==> src/design/smtpse_pkg.sv <==
// shared types, constants and helper functions for the smtp command session engine
// no dependencies; imported by every module of the block

package smtpse_pkg;

   localparam int MAX_LINE = 2048;
   localparam int LP_W     = $clog2(MAX_LINE);
   localparam int MAX_RES  = 5;
   localparam int RES_CW   = $clog2(MAX_RES + 1);
   localparam int QDEPTH   = 4;
   localparam int QPTR_W   = $clog2(QDEPTH);
   localparam int NUM_CMD  = 8;

   localparam logic [LP_W-1:0] LINE_LAST = LP_W'(MAX_LINE - 1);

   localparam logic       REQ_BYTE    = 1'b0;
   localparam logic       REQ_CONNECT = 1'b1;
   localparam logic       KIND_REPLY  = 1'b0;
   localparam logic       KIND_BODY   = 1'b1;

   localparam logic [3:0] RID_READY     = 4'd0;
   localparam logic [3:0] RID_OK        = 4'd1;
   localparam logic [3:0] RID_HELLO     = 4'd2;
   localparam logic [3:0] RID_EHLO_BASE = 4'd3;
   localparam logic [3:0] RID_BADSEQ    = 4'd8;
   localparam logic [3:0] RID_TOOMANY   = 4'd9;
   localparam logic [3:0] RID_DATA      = 4'd10;
   localparam logic [3:0] RID_BYE       = 4'd11;
   localparam logic [3:0] RID_UNKNOWN   = 4'd12;
   localparam logic [3:0] RID_QUEUED    = 4'd13;

   localparam int EHLO_LINES = 5;

   localparam logic [2:0] CMD_EHLO = 3'd0;
   localparam logic [2:0] CMD_HELO = 3'd1;
   localparam logic [2:0] CMD_MAIL = 3'd2;
   localparam logic [2:0] CMD_RCPT = 3'd3;
   localparam logic [2:0] CMD_DATA = 3'd4;
   localparam logic [2:0] CMD_RSET = 3'd5;
   localparam logic [2:0] CMD_NOOP = 3'd6;
   localparam logic [2:0] CMD_QUIT = 3'd7;

   localparam logic [7:0] CHAR_CR  = 8'h0D;
   localparam logic [7:0] CHAR_LF  = 8'h0A;
   localparam logic [7:0] CHAR_DOT = 8'h2E;

   // command words, left aligned and padded to ten characters
   localparam logic [79:0] CMD_TEXT [NUM_CMD] = '{
      "EHLO      ", "HELO      ", "MAIL FROM:", "RCPT TO:  ",
      "DATA      ", "RSET      ", "NOOP      ", "QUIT      "
   };
   localparam logic [3:0] CMD_LEN [NUM_CMD] = '{
      4'd5, 4'd5, 4'd10, 4'd8, 4'd4, 4'd4, 4'd4, 4'd4
   };

   typedef struct packed {
      logic       kind;
      logic [3:0] reply_id;
      logic [7:0] body_byte;
   } res_type;

   typedef struct packed {
      logic [RES_CW-1:0]     count;
      res_type [MAX_RES-1:0] ent;
   } bundle_type;

   typedef struct packed {
      logic full;
      logic empty;
   } q_status_type;

   function automatic bundle_type push_res(input bundle_type bnd, input logic kind,
                                           input logic [3:0] rid, input logic [7:0] bval);
      bundle_type r;
      r = bnd;
      if (r.count < RES_CW'(MAX_RES)) begin
         r.ent[r.count[$clog2(MAX_RES)-1:0]] = '{kind: kind, reply_id: rid, body_byte: bval};
         r.count = r.count + 1'b1;
      end
      return r;
   endfunction

   function automatic logic [NUM_CMD-1:0] match_update(input logic [NUM_CMD-1:0] flags,
                                                       input logic [7:0] b,
                                                       input logic [LP_W-1:0] idx);
      logic [NUM_CMD-1:0] r;
      logic [7:0]         f;
      logic [7:0]         c;
      r = flags;
      c = '0;
      f = (b >= 8'h61 && b <= 8'h7A) ? b - 8'h20 : b;
      for (int k = 0; k < NUM_CMD; k++) begin
         if (idx < LP_W'(CMD_LEN[k])) begin
            c = CMD_TEXT[k][8 * (9 - int'(idx[3:0])) +: 8];
            if (f != c) r[k] = 1'b0;
         end else if (k >= 4) begin
            r[k] = 1'b0;
         end
      end
      return r;
   endfunction

   function automatic logic cmd_hit(input logic [NUM_CMD-1:0] flags, input logic [2:0] k,
                                    input logic [LP_W-1:0] len);
      logic r;
      if (!flags[k]) r = 1'b0;
      else if (k < 3'd4) r = (len >= LP_W'(CMD_LEN[k]));
      else r = (len == LP_W'(CMD_LEN[k]));
      return r;
   endfunction

endpackage

==> src/design/smtpse_front.sv <==
// front part: accepts bytes, tracks line and session state, classifies each byte
// into a bundle of up to five result beats; depends on smtpse_pkg

module smtpse_front (
   input  logic                    clock,
   input  logic                    reset,
   input  logic                    req_valid,
   output logic                    req_ready,
   input  logic                    req_command,
   input  logic [7:0]              req_data_byte,
   input  logic [6:0]              max_recipients,
   input  smtpse_pkg::q_status_type q_stat,
   output logic                    push,
   output smtpse_pkg::bundle_type  push_data
);
   import smtpse_pkg::*;

   logic                open_ff,   open_in;
   logic                sender_ff, sender_in;
   logic                rcpt_ff,   rcpt_in;
   logic [6:0]          rcnt_ff,   rcnt_in;
   logic                dmode_ff,  dmode_in;
   logic [LP_W-1:0]     lpos_ff,   lpos_in;
   logic [NUM_CMD-1:0]  match_ff,  match_in;
   logic                hcr_ff,    hcr_in;
   logic                hdot_ff,   hdot_in;
   logic                accept;

   assign req_ready = !q_stat.full;
   assign accept    = req_valid && req_ready;

   always_comb begin
      logic [7:0]      b;
      logic            sv [2];
      logic [7:0]      sb [2];
      logic [LP_W-1:0] sx [2];
      logic            done;
      logic            full;
      logic [LP_W-1:0] len;
      logic [LP_W-1:0] lnext;
      bundle_type      bnd;

      open_in   = open_ff;
      sender_in = sender_ff;
      rcpt_in   = rcpt_ff;
      rcnt_in   = rcnt_ff;
      dmode_in  = dmode_ff;
      lpos_in   = lpos_ff;
      match_in  = match_ff;
      hcr_in    = hcr_ff;
      hdot_in   = hdot_ff;
      bnd       = '0;
      b         = req_data_byte;
      done      = 1'b0;
      full      = 1'b0;
      len       = '0;
      lnext     = lpos_ff + 1'b1;
      sv[0]     = 1'b0;
      sv[1]     = 1'b0;
      sb[0]     = CHAR_CR;
      sb[1]     = b;
      sx[0]     = lpos_ff - 1'b1;
      sx[1]     = lpos_ff;

      if (accept) begin
         if (req_command == REQ_CONNECT) begin
            sender_in = 1'b0;
            rcpt_in   = 1'b0;
            rcnt_in   = '0;
            dmode_in  = 1'b0;
            lpos_in   = '0;
            match_in  = '1;
            hcr_in    = 1'b0;
            hdot_in   = 1'b0;
            open_in   = 1'b1;
            bnd       = push_res(bnd, KIND_REPLY, RID_READY, 8'h00);
         end else if (open_ff) begin
            if (hcr_ff && b == CHAR_LF) begin
               done = 1'b1;
               len  = lpos_ff - 1'b1;
            end else begin
               full    = (lnext >= LINE_LAST);
               sv[0]   = hcr_ff;
               sv[1]   = (b != CHAR_CR) || full;
               hcr_in  = (b == CHAR_CR) && !full;
               lpos_in = lnext;
               done    = full;
               len     = lnext;
            end

            // at most two content bytes: a held cr, then this byte
            for (int s = 0; s < 2; s++) begin
               if (sv[s]) begin
                  if (dmode_ff) begin
                     if (hdot_in) begin
                        hdot_in = 1'b0;
                        if (!(sx[s] == LP_W'(1) && sb[s] == CHAR_DOT))
                           bnd = push_res(bnd, KIND_BODY, 4'd0, CHAR_DOT);
                        bnd = push_res(bnd, KIND_BODY, 4'd0, sb[s]);
                     end else if (sx[s] == '0 && sb[s] == CHAR_DOT) begin
                        hdot_in = 1'b1;
                     end else begin
                        bnd = push_res(bnd, KIND_BODY, 4'd0, sb[s]);
                     end
                  end else begin
                     match_in = match_update(match_in, sb[s], sx[s]);
                  end
               end
            end

            if (done) begin
               if (dmode_ff) begin
                  if (hdot_in && !full && len == LP_W'(1)) begin
                     dmode_in = 1'b0;
                     bnd = push_res(bnd, KIND_REPLY, RID_QUEUED, 8'h00);
                  end else begin
                     if (hdot_in) bnd = push_res(bnd, KIND_BODY, 4'd0, CHAR_DOT);
                     bnd = push_res(bnd, KIND_BODY, 4'd0, CHAR_CR);
                     bnd = push_res(bnd, KIND_BODY, 4'd0, CHAR_LF);
                  end
               end else if (cmd_hit(match_in, CMD_EHLO, len)) begin
                  for (int i = 0; i < EHLO_LINES; i++)
                     bnd = push_res(bnd, KIND_REPLY, RID_EHLO_BASE + 4'(i), 8'h00);
               end else if (cmd_hit(match_in, CMD_HELO, len)) begin
                  bnd = push_res(bnd, KIND_REPLY, RID_HELLO, 8'h00);
               end else if (cmd_hit(match_in, CMD_MAIL, len)) begin
                  sender_in = 1'b1;
                  rcnt_in   = '0;
                  rcpt_in   = 1'b0;
                  bnd = push_res(bnd, KIND_REPLY, RID_OK, 8'h00);
               end else if (cmd_hit(match_in, CMD_RCPT, len)) begin
                  if (!sender_ff) begin
                     bnd = push_res(bnd, KIND_REPLY, RID_BADSEQ, 8'h00);
                  end else if (rcnt_ff < max_recipients) begin
                     rcnt_in = rcnt_ff + 1'b1;
                     rcpt_in = 1'b1;
                     bnd = push_res(bnd, KIND_REPLY, RID_OK, 8'h00);
                  end else begin
                     bnd = push_res(bnd, KIND_REPLY, RID_TOOMANY, 8'h00);
                  end
               end else if (cmd_hit(match_in, CMD_DATA, len)) begin
                  if (!sender_ff || !rcpt_ff) begin
                     bnd = push_res(bnd, KIND_REPLY, RID_BADSEQ, 8'h00);
                  end else begin
                     dmode_in = 1'b1;
                     bnd = push_res(bnd, KIND_REPLY, RID_DATA, 8'h00);
                  end
               end else if (cmd_hit(match_in, CMD_RSET, len)) begin
                  sender_in = 1'b0;
                  rcpt_in   = 1'b0;
                  rcnt_in   = '0;
                  dmode_in  = 1'b0;
                  bnd = push_res(bnd, KIND_REPLY, RID_OK, 8'h00);
               end else if (cmd_hit(match_in, CMD_NOOP, len)) begin
                  bnd = push_res(bnd, KIND_REPLY, RID_OK, 8'h00);
               end else if (cmd_hit(match_in, CMD_QUIT, len)) begin
                  sender_in = 1'b0;
                  rcpt_in   = 1'b0;
                  rcnt_in   = '0;
                  dmode_in  = 1'b0;
                  open_in   = 1'b0;
                  bnd = push_res(bnd, KIND_REPLY, RID_BYE, 8'h00);
               end else begin
                  bnd = push_res(bnd, KIND_REPLY, RID_UNKNOWN, 8'h00);
               end
               lpos_in  = '0;
               match_in = '1;
               hcr_in   = 1'b0;
               hdot_in  = 1'b0;
            end
         end
      end

      push      = accept && (bnd.count != '0);
      push_data = bnd;
   end

   always_ff @(posedge clock) begin
      if (reset) begin
         open_ff   <= 1'b0;
         sender_ff <= 1'b0;
         rcpt_ff   <= 1'b0;
         rcnt_ff   <= '0;
         dmode_ff  <= 1'b0;
         lpos_ff   <= '0;
         match_ff  <= '1;
         hcr_ff    <= 1'b0;
         hdot_ff   <= 1'b0;
      end else begin
         open_ff   <= open_in;
         sender_ff <= sender_in;
         rcpt_ff   <= rcpt_in;
         rcnt_ff   <= rcnt_in;
         dmode_ff  <= dmode_in;
         lpos_ff   <= lpos_in;
         match_ff  <= match_in;
         hcr_ff    <= hcr_in;
         hdot_ff   <= hdot_in;
      end
   end

endmodule

==> src/design/smtpse_queue.sv <==
// short queue of result bundles between the front and back parts
// depends on smtpse_pkg

module smtpse_queue (
   input  logic                     clock,
   input  logic                     reset,
   input  logic                     push,
   input  smtpse_pkg::bundle_type   push_data,
   input  logic                     pop,
   output smtpse_pkg::bundle_type   head,
   output smtpse_pkg::q_status_type q_stat
);
   import smtpse_pkg::*;

   bundle_type          mem_ff [QDEPTH];
   logic [QPTR_W-1:0]   wr_ff, wr_in;
   logic [QPTR_W-1:0]   rd_ff, rd_in;
   logic [QPTR_W:0]     count_ff, count_in;

   assign q_stat.full  = (count_ff == (QPTR_W + 1)'(QDEPTH));
   assign q_stat.empty = (count_ff == '0);
   assign head         = mem_ff[rd_ff];

   always_comb begin
      wr_in    = push ? wr_ff + 1'b1 : wr_ff;
      rd_in    = pop ? rd_ff + 1'b1 : rd_ff;
      count_in = count_ff + (QPTR_W + 1)'(push) - (QPTR_W + 1)'(pop);
   end

   always_ff @(posedge clock) begin
      if (reset) begin
         wr_ff    <= '0;
         rd_ff    <= '0;
         count_ff <= '0;
      end else begin
         wr_ff    <= wr_in;
         rd_ff    <= rd_in;
         count_ff <= count_in;
      end
   end

   always_ff @(posedge clock) begin
      if (push) mem_ff[wr_ff] <= push_data;
   end

   a_no_push_full: assert property (@(posedge clock) disable iff (reset)
      push |-> !q_stat.full) else $error("push into full queue");
   a_no_pop_empty: assert property (@(posedge clock) disable iff (reset)
      pop |-> !q_stat.empty) else $error("pop from empty queue");
   a_count_ptrs: assert property (@(posedge clock) disable iff (reset)
      count_ff[QPTR_W-1:0] == QPTR_W'(wr_ff - rd_ff)) else $error("queue count mismatch");
   a_head_nonempty: assert property (@(posedge clock) disable iff (reset)
      !q_stat.empty |-> head.count != '0) else $error("empty bundle in queue");

endmodule

==> src/design/smtpse_back.sv <==
// back part: walks the head bundle one beat at a time into the output register
// depends on smtpse_pkg

module smtpse_back (
   input  logic                     clock,
   input  logic                     reset,
   input  smtpse_pkg::bundle_type   head,
   input  smtpse_pkg::q_status_type q_stat,
   output logic                     pop,
   output logic                     rsp_valid,
   input  logic                     rsp_ready,
   output logic                     rsp_result_kind,
   output logic [3:0]               rsp_reply_id,
   output logic [7:0]               rsp_body_byte,
   output logic                     rsp_last_result
);
   import smtpse_pkg::*;

   localparam int BEAT_W = $clog2(MAX_RES);

   logic [BEAT_W-1:0] beat_ff, beat_in;
   logic              valid_ff, valid_in;
   res_type           res_ff, res_in;
   logic              last_ff, last_in;
   logic              load;
   logic              last_beat;

   assign load      = !q_stat.empty && (!valid_ff || rsp_ready);
   assign last_beat = (RES_CW'(beat_ff) + 1'b1) == head.count;
   assign pop       = load && last_beat;

   always_comb begin
      beat_in  = beat_ff;
      valid_in = valid_ff && !rsp_ready;
      res_in   = res_ff;
      last_in  = last_ff;
      if (load) begin
         valid_in = 1'b1;
         res_in   = head.ent[beat_ff];
         last_in  = last_beat;
         beat_in  = last_beat ? '0 : beat_ff + 1'b1;
      end
   end

   always_ff @(posedge clock) begin
      if (reset) begin
         beat_ff  <= '0;
         valid_ff <= 1'b0;
      end else begin
         beat_ff  <= beat_in;
         valid_ff <= valid_in;
      end
   end

   always_ff @(posedge clock) begin
      res_ff  <= res_in;
      last_ff <= last_in;
   end

   assign rsp_valid       = valid_ff;
   assign rsp_result_kind = res_ff.kind;
   assign rsp_reply_id    = res_ff.reply_id;
   assign rsp_body_byte   = res_ff.body_byte;
   assign rsp_last_result = last_ff;

endmodule

==> src/design/smtp_command_session_engine.sv <==
// smtp command session engine, top level
// SMTP server session engine. Each req beat carries either one received byte
// (req_command 0) or a connection-open event (req_command 1). Each rsp beat is
// either a reply id (rsp_result_kind 0) or an unstuffed message body byte
// (rsp_result_kind 1); rsp_last_result marks the final beat caused by one
// request beat. A request beat may cause zero to five rsp beats.
// csr_wr_en/csr_wr_data set the per-transaction recipient limit (reset 20).
// The first rsp beat of a request is registered in the bundle queue and then
// in the output register. Throughput: one request beat per cycle while requests
// cause at most one rsp beat each and the receiver does not stall; a request with
// several results leaves one beat at a time through the back part's output register.
// A four-entry bundle queue between the classifier and the output lets input
// continue while the receiver stalls; req_ready drops only when it fills.
// Reset closes the session: bytes are dropped until a connection beat arrives.
// The line buffer holds at most MAX_LINE-1 bytes before a line is forced to end.
// depends on smtpse_pkg, smtpse_front, smtpse_queue, smtpse_back

module smtp_command_session_engine (
   input  logic       clock,
   input  logic       reset,
   input  logic       req_valid,
   output logic       req_ready,
   input  logic       req_command,
   input  logic [7:0] req_data_byte,
   output logic       rsp_valid,
   input  logic       rsp_ready,
   output logic       rsp_result_kind,
   output logic [3:0] rsp_reply_id,
   output logic [7:0] rsp_body_byte,
   output logic       rsp_last_result,
   input  logic       csr_wr_en,
   input  logic [6:0] csr_wr_data
);
   import smtpse_pkg::*;

   logic [6:0]   max_rcpt_ff, max_rcpt_in;
   logic         push;
   logic         pop;
   bundle_type   push_data;
   bundle_type   head;
   q_status_type q_stat;

   assign max_rcpt_in = csr_wr_en ? csr_wr_data : max_rcpt_ff;

   always_ff @(posedge clock) begin
      if (reset) begin
         max_rcpt_ff <= 7'd20;
      end else begin
         max_rcpt_ff <= max_rcpt_in;
      end
   end

   smtpse_front u_front (
      .clock          (clock),
      .reset          (reset),
      .req_valid      (req_valid),
      .req_ready      (req_ready),
      .req_command    (req_command),
      .req_data_byte  (req_data_byte),
      .max_recipients (max_rcpt_ff),
      .q_stat         (q_stat),
      .push           (push),
      .push_data      (push_data)
   );

   smtpse_queue u_queue (
      .clock     (clock),
      .reset     (reset),
      .push      (push),
      .push_data (push_data),
      .pop       (pop),
      .head      (head),
      .q_stat    (q_stat)
   );

   smtpse_back u_back (
      .clock           (clock),
      .reset           (reset),
      .head            (head),
      .q_stat          (q_stat),
      .pop             (pop),
      .rsp_valid       (rsp_valid),
      .rsp_ready       (rsp_ready),
      .rsp_result_kind (rsp_result_kind),
      .rsp_reply_id    (rsp_reply_id),
      .rsp_body_byte   (rsp_body_byte),
      .rsp_last_result (rsp_last_result)
   );

endmodule

==> config.mk <==
export PLATFORM = sky130hd
export DESIGN_NAME = smtp_command_session_engine
export DESIGN_NICKNAME = d
export VERILOG_FILES = /design/src/design/smtpse_pkg.sv /design/src/design/smtpse_front.sv /design/src/design/smtpse_queue.sv /design/src/design/smtpse_back.sv /design/src/design/smtp_command_session_engine.sv
export SDC_FILE = /design/constraint.sdc
export NUM_CORES = 1
export LEC_CHECK = 0
export BUFFER_PORTS_ARGS = -buffer_cell sky130_fd_sc_hd__buf_2
export CORE_ASPECT_RATIO = 0.8
export CORE_MARGIN = 4
export CORE_UTILIZATION = 35
export CTS_BUF_LIST = sky130_fd_sc_hd__clkbuf_4 sky130_fd_sc_hd__clkbuf_8
export CTS_CLUSTER_DIAMETER = 150
export DETAILED_ROUTE_END_ITERATION = 8
export SLEW_MARGIN = 5
export SYNTH_ARGS = -nofsm -noshare
export SYNTH_HDL_FRONTEND = slang
export SYNTH_SLANG_ARGS = --single-unit
==> constraint.sdc <==
create_clock -name clock -period 10.4 [get_ports clock]
set_clock_uncertainty 0.2 [all_clocks]
set_input_delay 1.04 -clock clock [delete_from_list [all_inputs] [get_ports clock]]
set_output_delay 1.04 -clock clock [all_outputs]
set_load 0.01 [all_outputs]
After elaboration in Yosys (flattened, before gate mapping)
Memories as Yosys holds them, arrays and structs flattened. A register that Yosys moved wholly into a read port is not among the register bits.
Index checks and enable logic that the tools add are counted.
{"block": "totals", "register_bits": 64, "ram_bits": 272, "input_bits": 21, "output_inout_bits": 16, "wordCells": 585, "mem_count": 1}
{"block": "classes", "add_sub_neg": 21, "magnitude_cmp": 46, "eq_ne": 36, "shift": 16, "n_mux": 347, "n_bitwise": 54, "reduce_logical": 45}
{"name": "u_queue.mem_ff", "depth": 4, "width": 68, "rd": 1, "rd_clocked_by_memory_dff": 1, "write_ports": 1, "line": "smtpse_queue.sv:15", "text": "bundle_type mem_ff [QDEPTH];"}
{"op": "$mux 68", "n": 100}
{"op": "$shiftx 80x32->8 const A", "n": 16}
{"op": "$demux 13 s3", "n": 10}
{"op": "$and 55x55->55", "n": 6}
{"op": "$not 55->55", "n": 6}
{"op": "$and 60x60->60", "n": 4}
{"op": "$not 60->60", "n": 4}
{"op": "$and 50x50->50", "n": 4}
{"op": "$not 50->50", "n": 4}
{"op": "$mux 1", "n": 183}
{"op": "$mux 13", "n": 11}
{"op": "$bwmux 65", "n": 2}
{"op": "$mux 7", "n": 14}
{"op": "$and 45x45->45", "n": 2}
{"op": "$not 45->45", "n": 2}
{"op": "$mux 11", "n": 8}
{"op": "$mux 8", "n": 11}
{"op": "$and 40x40->40", "n": 2}
{"op": "$not 40->40", "n": 2}
{"op": "$ne 4x8->1 const A", "n": 8}
{"op": "$ne 8x8->1", "n": 8}
{"op": "$or 10x10->10", "n": 6}
{"op": "$or 15x15->15", "n": 4}
{"op": "$or 25x25->25", "n": 2}
{"op": "other kinds (51)", "n": 146}

Logic depth before layout (Yosys ltp)
{"block": "depth", "depth_word": 119, "mapped_depth": 39, "ltp_nobuf": 37}

Cells and area by module
Synthesis repeated with hierarchy kept, for this count alone.
{"block": "hier_totals", "hier_cells": 1526, "area_unflattened_um2": 18312.6}
{"mod": "smtpse_queue", "instances": 1, "cells_each": 398, "area_each_um2": 10272.4, "seq_area_each_um2": 8348.0}
{"mod": "smtpse_front", "instances": 1, "cells_each": 1007, "area_each_um2": 6568.8, "seq_area_each_um2": 640.6}
{"mod": "smtpse_back", "instances": 1, "cells_each": 99, "area_each_um2": 1216.2, "seq_area_each_um2": 500.5}
{"mod": "smtp_command_session_engine", "instances": 1, "cells_each": 22, "area_each_um2": 255.2, "seq_area_each_um2": 140.1}

Worst setup path after synthesis
Ideal clock, no wire load.
{"block": "synth_path", "path_type": "input port to flip-flop", "startpoint": "input port req_data_byte[1]", "endpoint": "memory u_queue.mem_ff[0][0] (netlist name), enable pin", "setup_ps": 503, "arrival_ps": 10459, "t_required_ps": 9697, "slack_ps": -762, "path_stages": 32, "path_buffers": 2, "cell_sequence": "buf_4 -> nor4b_2 -> buf_4 -> a21o_1 -> nor2_1 -> ha_1 -> a21oi_1 -> ha_1 -> a211o_1 -> a31oi_1 -> inv_1 -> ha_1 -> o21ai_0 -> nand2_1 -> ha_1 -> o21ai_0 -> o41a_1 -> o221ai_2 -> nor2_1 -> inv_1 -> ha_1 -> o21ai_0 -> nand2_1 -> ha_1 -> inv_1 -> o2111ai_2 -> ha_1 -> nor2_1 -> a211o_1 -> a211o_1 -> nor3b_4 -> nor2b_1"}
{"block": "synth_between", "elab_chain_len": 71, "word_cells_on_any_way": 266, "classes_between": "10 x add/sub; 14 x order compare; 13 x eq/ne; 219 x mux; 10 x reduce/logical"}
{"element": "start, declared", "line": "smtp_command_session_engine.sv:24", "text": "input logic [7:0] req_data_byte,"}
{"element": "$eq 8x4->1", "line": "smtpse_front.sv:78", "text": "if (hcr_ff && b == CHAR_LF) begin"}
{"element": "$logic_and 1x1->1", "line": "smtpse_front.sv:78"}
{"element": "$mux 2", "line": "smtpse_front.sv:78"}
{"element": "$mux 2", "line": "smtpse_front.sv:77", "text": "end else if (open_ff) begin"}
{"element": "$mux 2", "line": "smtpse_front.sv:66", "text": "if (req_command == REQ_CONNECT) begin"}
{"element": "$mux 2", "line": "smtpse_front.sv:65", "text": "if (accept) begin"}
{"element": "$mux 68", "line": "smtpse_front.sv:93", "text": "if (sv[s]) begin"}
{"element": "$mux 68", "line": "smtpse_front.sv:77"}
{"element": "[... 55 more ...]"}
{"element": "$mux 68 *", "line": "smtpse_front.sv:111", "text": "if (done) begin"}
{"element": "$mux 68 *", "line": "smtpse_front.sv:77"}
{"element": "$mux 68 *", "line": "smtpse_front.sv:66"}
{"element": "$mux 68 *", "line": "smtpse_front.sv:65"}
{"element": "$reduce_bool 3->1 *", "line": "smtpse_front.sv:174", "text": "push = accept && (bnd.count != '0);"}
{"element": "$logic_and 1x1->1 *", "line": "smtpse_front.sv:174"}
{"element": "$mux 1 *", "line": "smtpse_queue.sv:43", "text": "if (push) mem_ff[wr_ff] <= push_data;"}
{"element": "$mux 1 (implied by the code) *", "line": "smtpse_queue.sv:43"}
{"element": "end, declared", "line": "smtpse_queue.sv:15"}
Mark *: on every way between the ends. The rest lies on a longest branch, timed or not. The select of a mux whose other input is x is not followed.

Worst setup path after layout
{"block": "layout_path", "startpoint": "register u_front.lpos_ff[1]", "endpoint": "memory u_queue.mem_ff[1][44] (netlist name), enable pin"}
{"block": "layout_between", "elab_chain_len": 61, "word_cells_on_any_way": 301, "classes_between": "12 x add/sub; 20 x order compare; 19 x eq/ne; 16 x shift; 225 x mux; 9 x reduce/logical"}
{"element": "start, declared", "line": "smtpse_front.sv:23", "text": "logic [LP_W-1:0] lpos_ff, lpos_in;"}
{"element": "start signal, assigned", "line": "smtpse_front.sv:195", "text": "lpos_ff <= lpos_in;"}
{"element": "$eq 11x1->1", "line": "smtpse_front.sv:97", "text": "if (!(sx[s] == LP_W'(1) && sb[s] == CHAR_DOT))"}
{"element": "$logic_and 1x1->1", "line": "smtpse_front.sv:97"}
{"element": "$mux 68", "line": "smtpse_front.sv:97"}
{"element": "$mux 68", "line": "smtpse_front.sv:95", "text": "if (hdot_in) begin"}
{"element": "$mux 68", "line": "smtpse_front.sv:94", "text": "if (dmode_ff) begin"}
{"element": "$mux 68", "line": "smtpse_front.sv:93"}
{"element": "$mux 68", "line": "smtpse_front.sv:77"}
{"element": "$mux 68", "line": "smtpse_front.sv:66"}
{"element": "[... 45 more ...]"}
{"element": "$mux 68 *", "line": "smtpse_front.sv:111"}
{"element": "$mux 68 *", "line": "smtpse_front.sv:77"}
{"element": "$mux 68 *", "line": "smtpse_front.sv:66"}
{"element": "$mux 68 *", "line": "smtpse_front.sv:65"}
{"element": "$reduce_bool 3->1 *", "line": "smtpse_front.sv:174"}
{"element": "$logic_and 1x1->1 *", "line": "smtpse_front.sv:174"}
{"element": "$mux 1 *", "line": "smtpse_queue.sv:43"}
{"element": "$mux 1 (implied by the code) *", "line": "smtpse_queue.sv:43"}
Marks and branches as above.

==> results by group <==
Hold path
  • Min-delay src: u_front.match_ff[0]$_SDFFE_PP1P_
  • Hold WC Path Type: register to register

Finish
  • Area of the multi-input gates: 8090 um2
  • Fillers: 4898
  • Antenna cell count: 0
  • Fin nets: 1676
  • P&R area growth vs syn: 12.2%
  • Share of cells above drive strength 1: 0.167
  • Register area: 9640 um2

Worst setup path
  • CP endpoint kind: register
  • Critical path capture point: u_queue.mem_ff[1][44]$_DFFE_PP_
  • R2R cell count: 32
  • Worst-path maximum fanout: 42
  • CP peak stage delay: 0.79 ns
  • Reg2reg end: u_queue.mem_ff[1][44]$_DFFE_PP_
  • Flop2flop setup slack: 1.09 ns
  • Worst path top cell family by delay: compound AO/OA/AOI/OAI gates
  • Worst Setup SP: u_front.lpos_ff[1]$_SDFFE_PP0P_
  • Slowest-stage cell, CP: dfxtp_1
  • Worst EP arrival: 9.38 ns
  • RR Startpoint: u_front.lpos_ff[1]$_SDFFE_PP0P_
  • Worst path depth: 32
  • CP most frequent cell: ha_1
  • Worst EP required: 10.46 ns
  • Buf+Inv Stages, Crit Path: 6
  • Startpoint Class: register
  • Crit Path Class: register to register

Die
  • # IOs: 37
  • Initial core utilization: 0.355
  • Die height: 212 um
  • Core Region: 51100 um2
  • Chip width: 262 um
  • Die Area: 55500 um2
  • Std cell rows: 74

Routing
  • Via count: 12900
  • DRT iter0 DRCs: 1241
  • M1 WL: 22.8 mm
  • Post-detailed-route DRC marker count: 0
  • Via/cell ratio: 5.52
  • Top layer in use: met4
  • Wire per inst: 20.3 um
  • Routed WL: 47.6 mm
  • Pre-antenna DRT Iters: 5
  • Metal3 WL: 3.29 mm
  • Post-DRT Antenna Nets: 0
  • Met2 routed WL: 20.8 mm

Timing
  • Final setup viols: 0
  • Max-slew violations: 0
  • Fin. Hold Viols: 0
  • Fin crit share: 0.896
  • RSZ-0062 raised after global routing: false
  • Fmax achieved: 107 MHz
  • Crit path time final: 9.31 ns
  • Least-Margin Pin Slew: 1.05 ns
  • Slew HR: 0.303
  • Setup TNS: 0 ns

Global routing
  • Largest net degree at the start of global routing: 69
  • Vias in the first global route: 12500
  • Tot GR Track Use: 0.169
  • Initial antenna violation count: 0
  • First-pass GRT wire length: 74.7 mm
  • Remaining global-route overflow: 0

Synthesis
  • Yosys top cell by area: edfxtp_1
  • YS warnings: 0
  • Syn_area_per_cell: 11.7 um2
  • Syn Std Cell Area: 18100 um2
  • Yosys reg bits: 338
  • Top cell types by occurrence after synthesis: 286 x edfxtp_1, 143 x nor2_1, 128 x nand2_1
  • Post-synthesis sequential area ratio: 0.531
  • Post-synth top flop: edfxtp_1
  • Share of Yosys cell area claimed by the top area cell type: 0.474
  • Cell count after synthesis: 1546
  • Cell with the most instances after synthesis: edfxtp_1
  • Fraction of registers with async set/reset: 0
  • Largest cells by area after synthesis: edfxtp_1 47%, mux4_2 8.4%, dfxtp_1 5.7%, a21oi_1 3.4%, nor2_1 3.0%
  • EDFF count, synth: 286
  • Netlist cell types: 108

Clock network
  • Hold_buf cts: 0
  • Clock sink count: 338
  • Clock Latency Late Sink: 0.62 ns
  • CTS tree: built
  • Clock transition at path regs: 0.06 ns
  • Root Driver: clkbuf_8
  • Quantity of gates resized following cts: 0
  • Total setup buffers inserted after CTS: 0
  • CTS Buf Count: 53
  • Number of H-tree levels: 2
  • Max Buffers Root-to-Sink: 3

Placement
  • Routability cong.: 0.914
  • Hpwl dp: 32.5 mm
  • IO buf count: 36

Power and ir drop
  • Worst ir drop on vdd: 0.000166 V
  • Leakage: 6.64 nW
  • Total power: 3.28 mW
  • PwrDens: 161 nW/um2

Outcome
  • Status: completed

Flow run
  • Max Cap Viol: 0
## metal layers
metal  up-vias  GRT usage
li1       6007          -
met1      6390      0.256
met5         -          0
met3        68     0.0282
met4         0     0.0346
met2       466      0.257
## worst register-to-register path, delay by kind of cell (launching register included)
kind	cells	cell delay, ns
flops	1	0.79
buf+inv	6	1.37
fa+ha+maj	6	2.22
compound gates	12	2.72
simple gates	8	1.65
## placed cells by master (no fill, tap or decap), types with 11 or more instances in the layout
cell,instances
a21oi_1,122
clkbuf_8,54
buf_4,25
clkbuf_4,14
nor2_1,143
ha_1,37
buf_2,36
o22ai_1,23
nand4_1,11
conb_1,40
and2_1,18
inv_1,45
nor3_1,31
nand3_1,50
mux2i_1,40
o21ai_0,63
nand2_1,128
edfxtp_1,286
clkinv_1,17
o211ai_1,13
xnor2_1,32
nor3b_1,13
mux4_2,68
dfxtp_1,50
nand2b_1,12
a31oi_1,17
xor2_1,19
and3_1,12
a21o_1,12
## power by group
part           leakage (nW)  internal, mW  switching, mW
logic                  3.17         0.205          0.320
clock network         0.584         0.663          0.524
registers              2.89          1.53         0.0298
## how the worst min path moves through the flow
stage	to	slack [ns]	depth (start not counted)
6_report	u_front.match_ff[0]$_SDFFE_PP1P_	0.26	1
5_1_grt	u_front.match_ff[0]$_SDFFE_PP1P_	0.28	1
4_1_cts	u_front.match_ff[0]$_SDFFE_PP1P_	0.26	1
3_5_place_dp	u_front.match_ff[0]$_SDFFE_PP1P_	0.25	1
3_3_place_gp	u_front.match_ff[0]$_SDFFE_PP1P_	0.24	1
2_1_floorplan	u_front.match_ff[0]$_SDFFE_PP1P_	0.23	1
## stage by stage
step                hold slack (ns)  cells  utilization  setup slack, ns  cell area (um2)
floorplan                     0.227   1585            -           -0.762            18300
global placement              0.237   2246        0.376            0.917            19200
detailed placement            0.246   2246        0.376            0.693            19200
CTS                           0.259   2341        0.398             1.20            20300
global route                  0.276   2341        0.398            0.422            20300
finish                        0.261   2341        0.398             1.09            20300
## sequential cells by signal (all words and copies together), names as in the netlist, 4 cells and up, named ones only
signal                cells
u_back.rsp_reply_id       4
u_front.match_ff          8
u_front.lpos_ff          11
u_queue.mem_ff          272
max_rcpt_ff               7
u_front.rcnt_ff           7
u_back.rsp_body_byte      8
## cells by family after synthesis
family	synth area share
AO/OA/AOI/OAI	0.132
other	0.000207
multiplexers	0.109
XOR/XNOR	0.0246
adder cells (fa/ha/maj)	0.0266
buffers and inverters	0.0327
flip-flops	0.531
AND/OR/NAND/NOR	0.144
## cell type report
type	instances	area share
sequential	338	0.474
multi-input combinational	1110	0.398
tap	684	0.0421
clock buffer	68	0.0417
timing repair buffer	66	0.0230
clock inverter	27	0.0132
inverter	48	0.00898
Note: power is estimated with default switching activity, not from simulation.
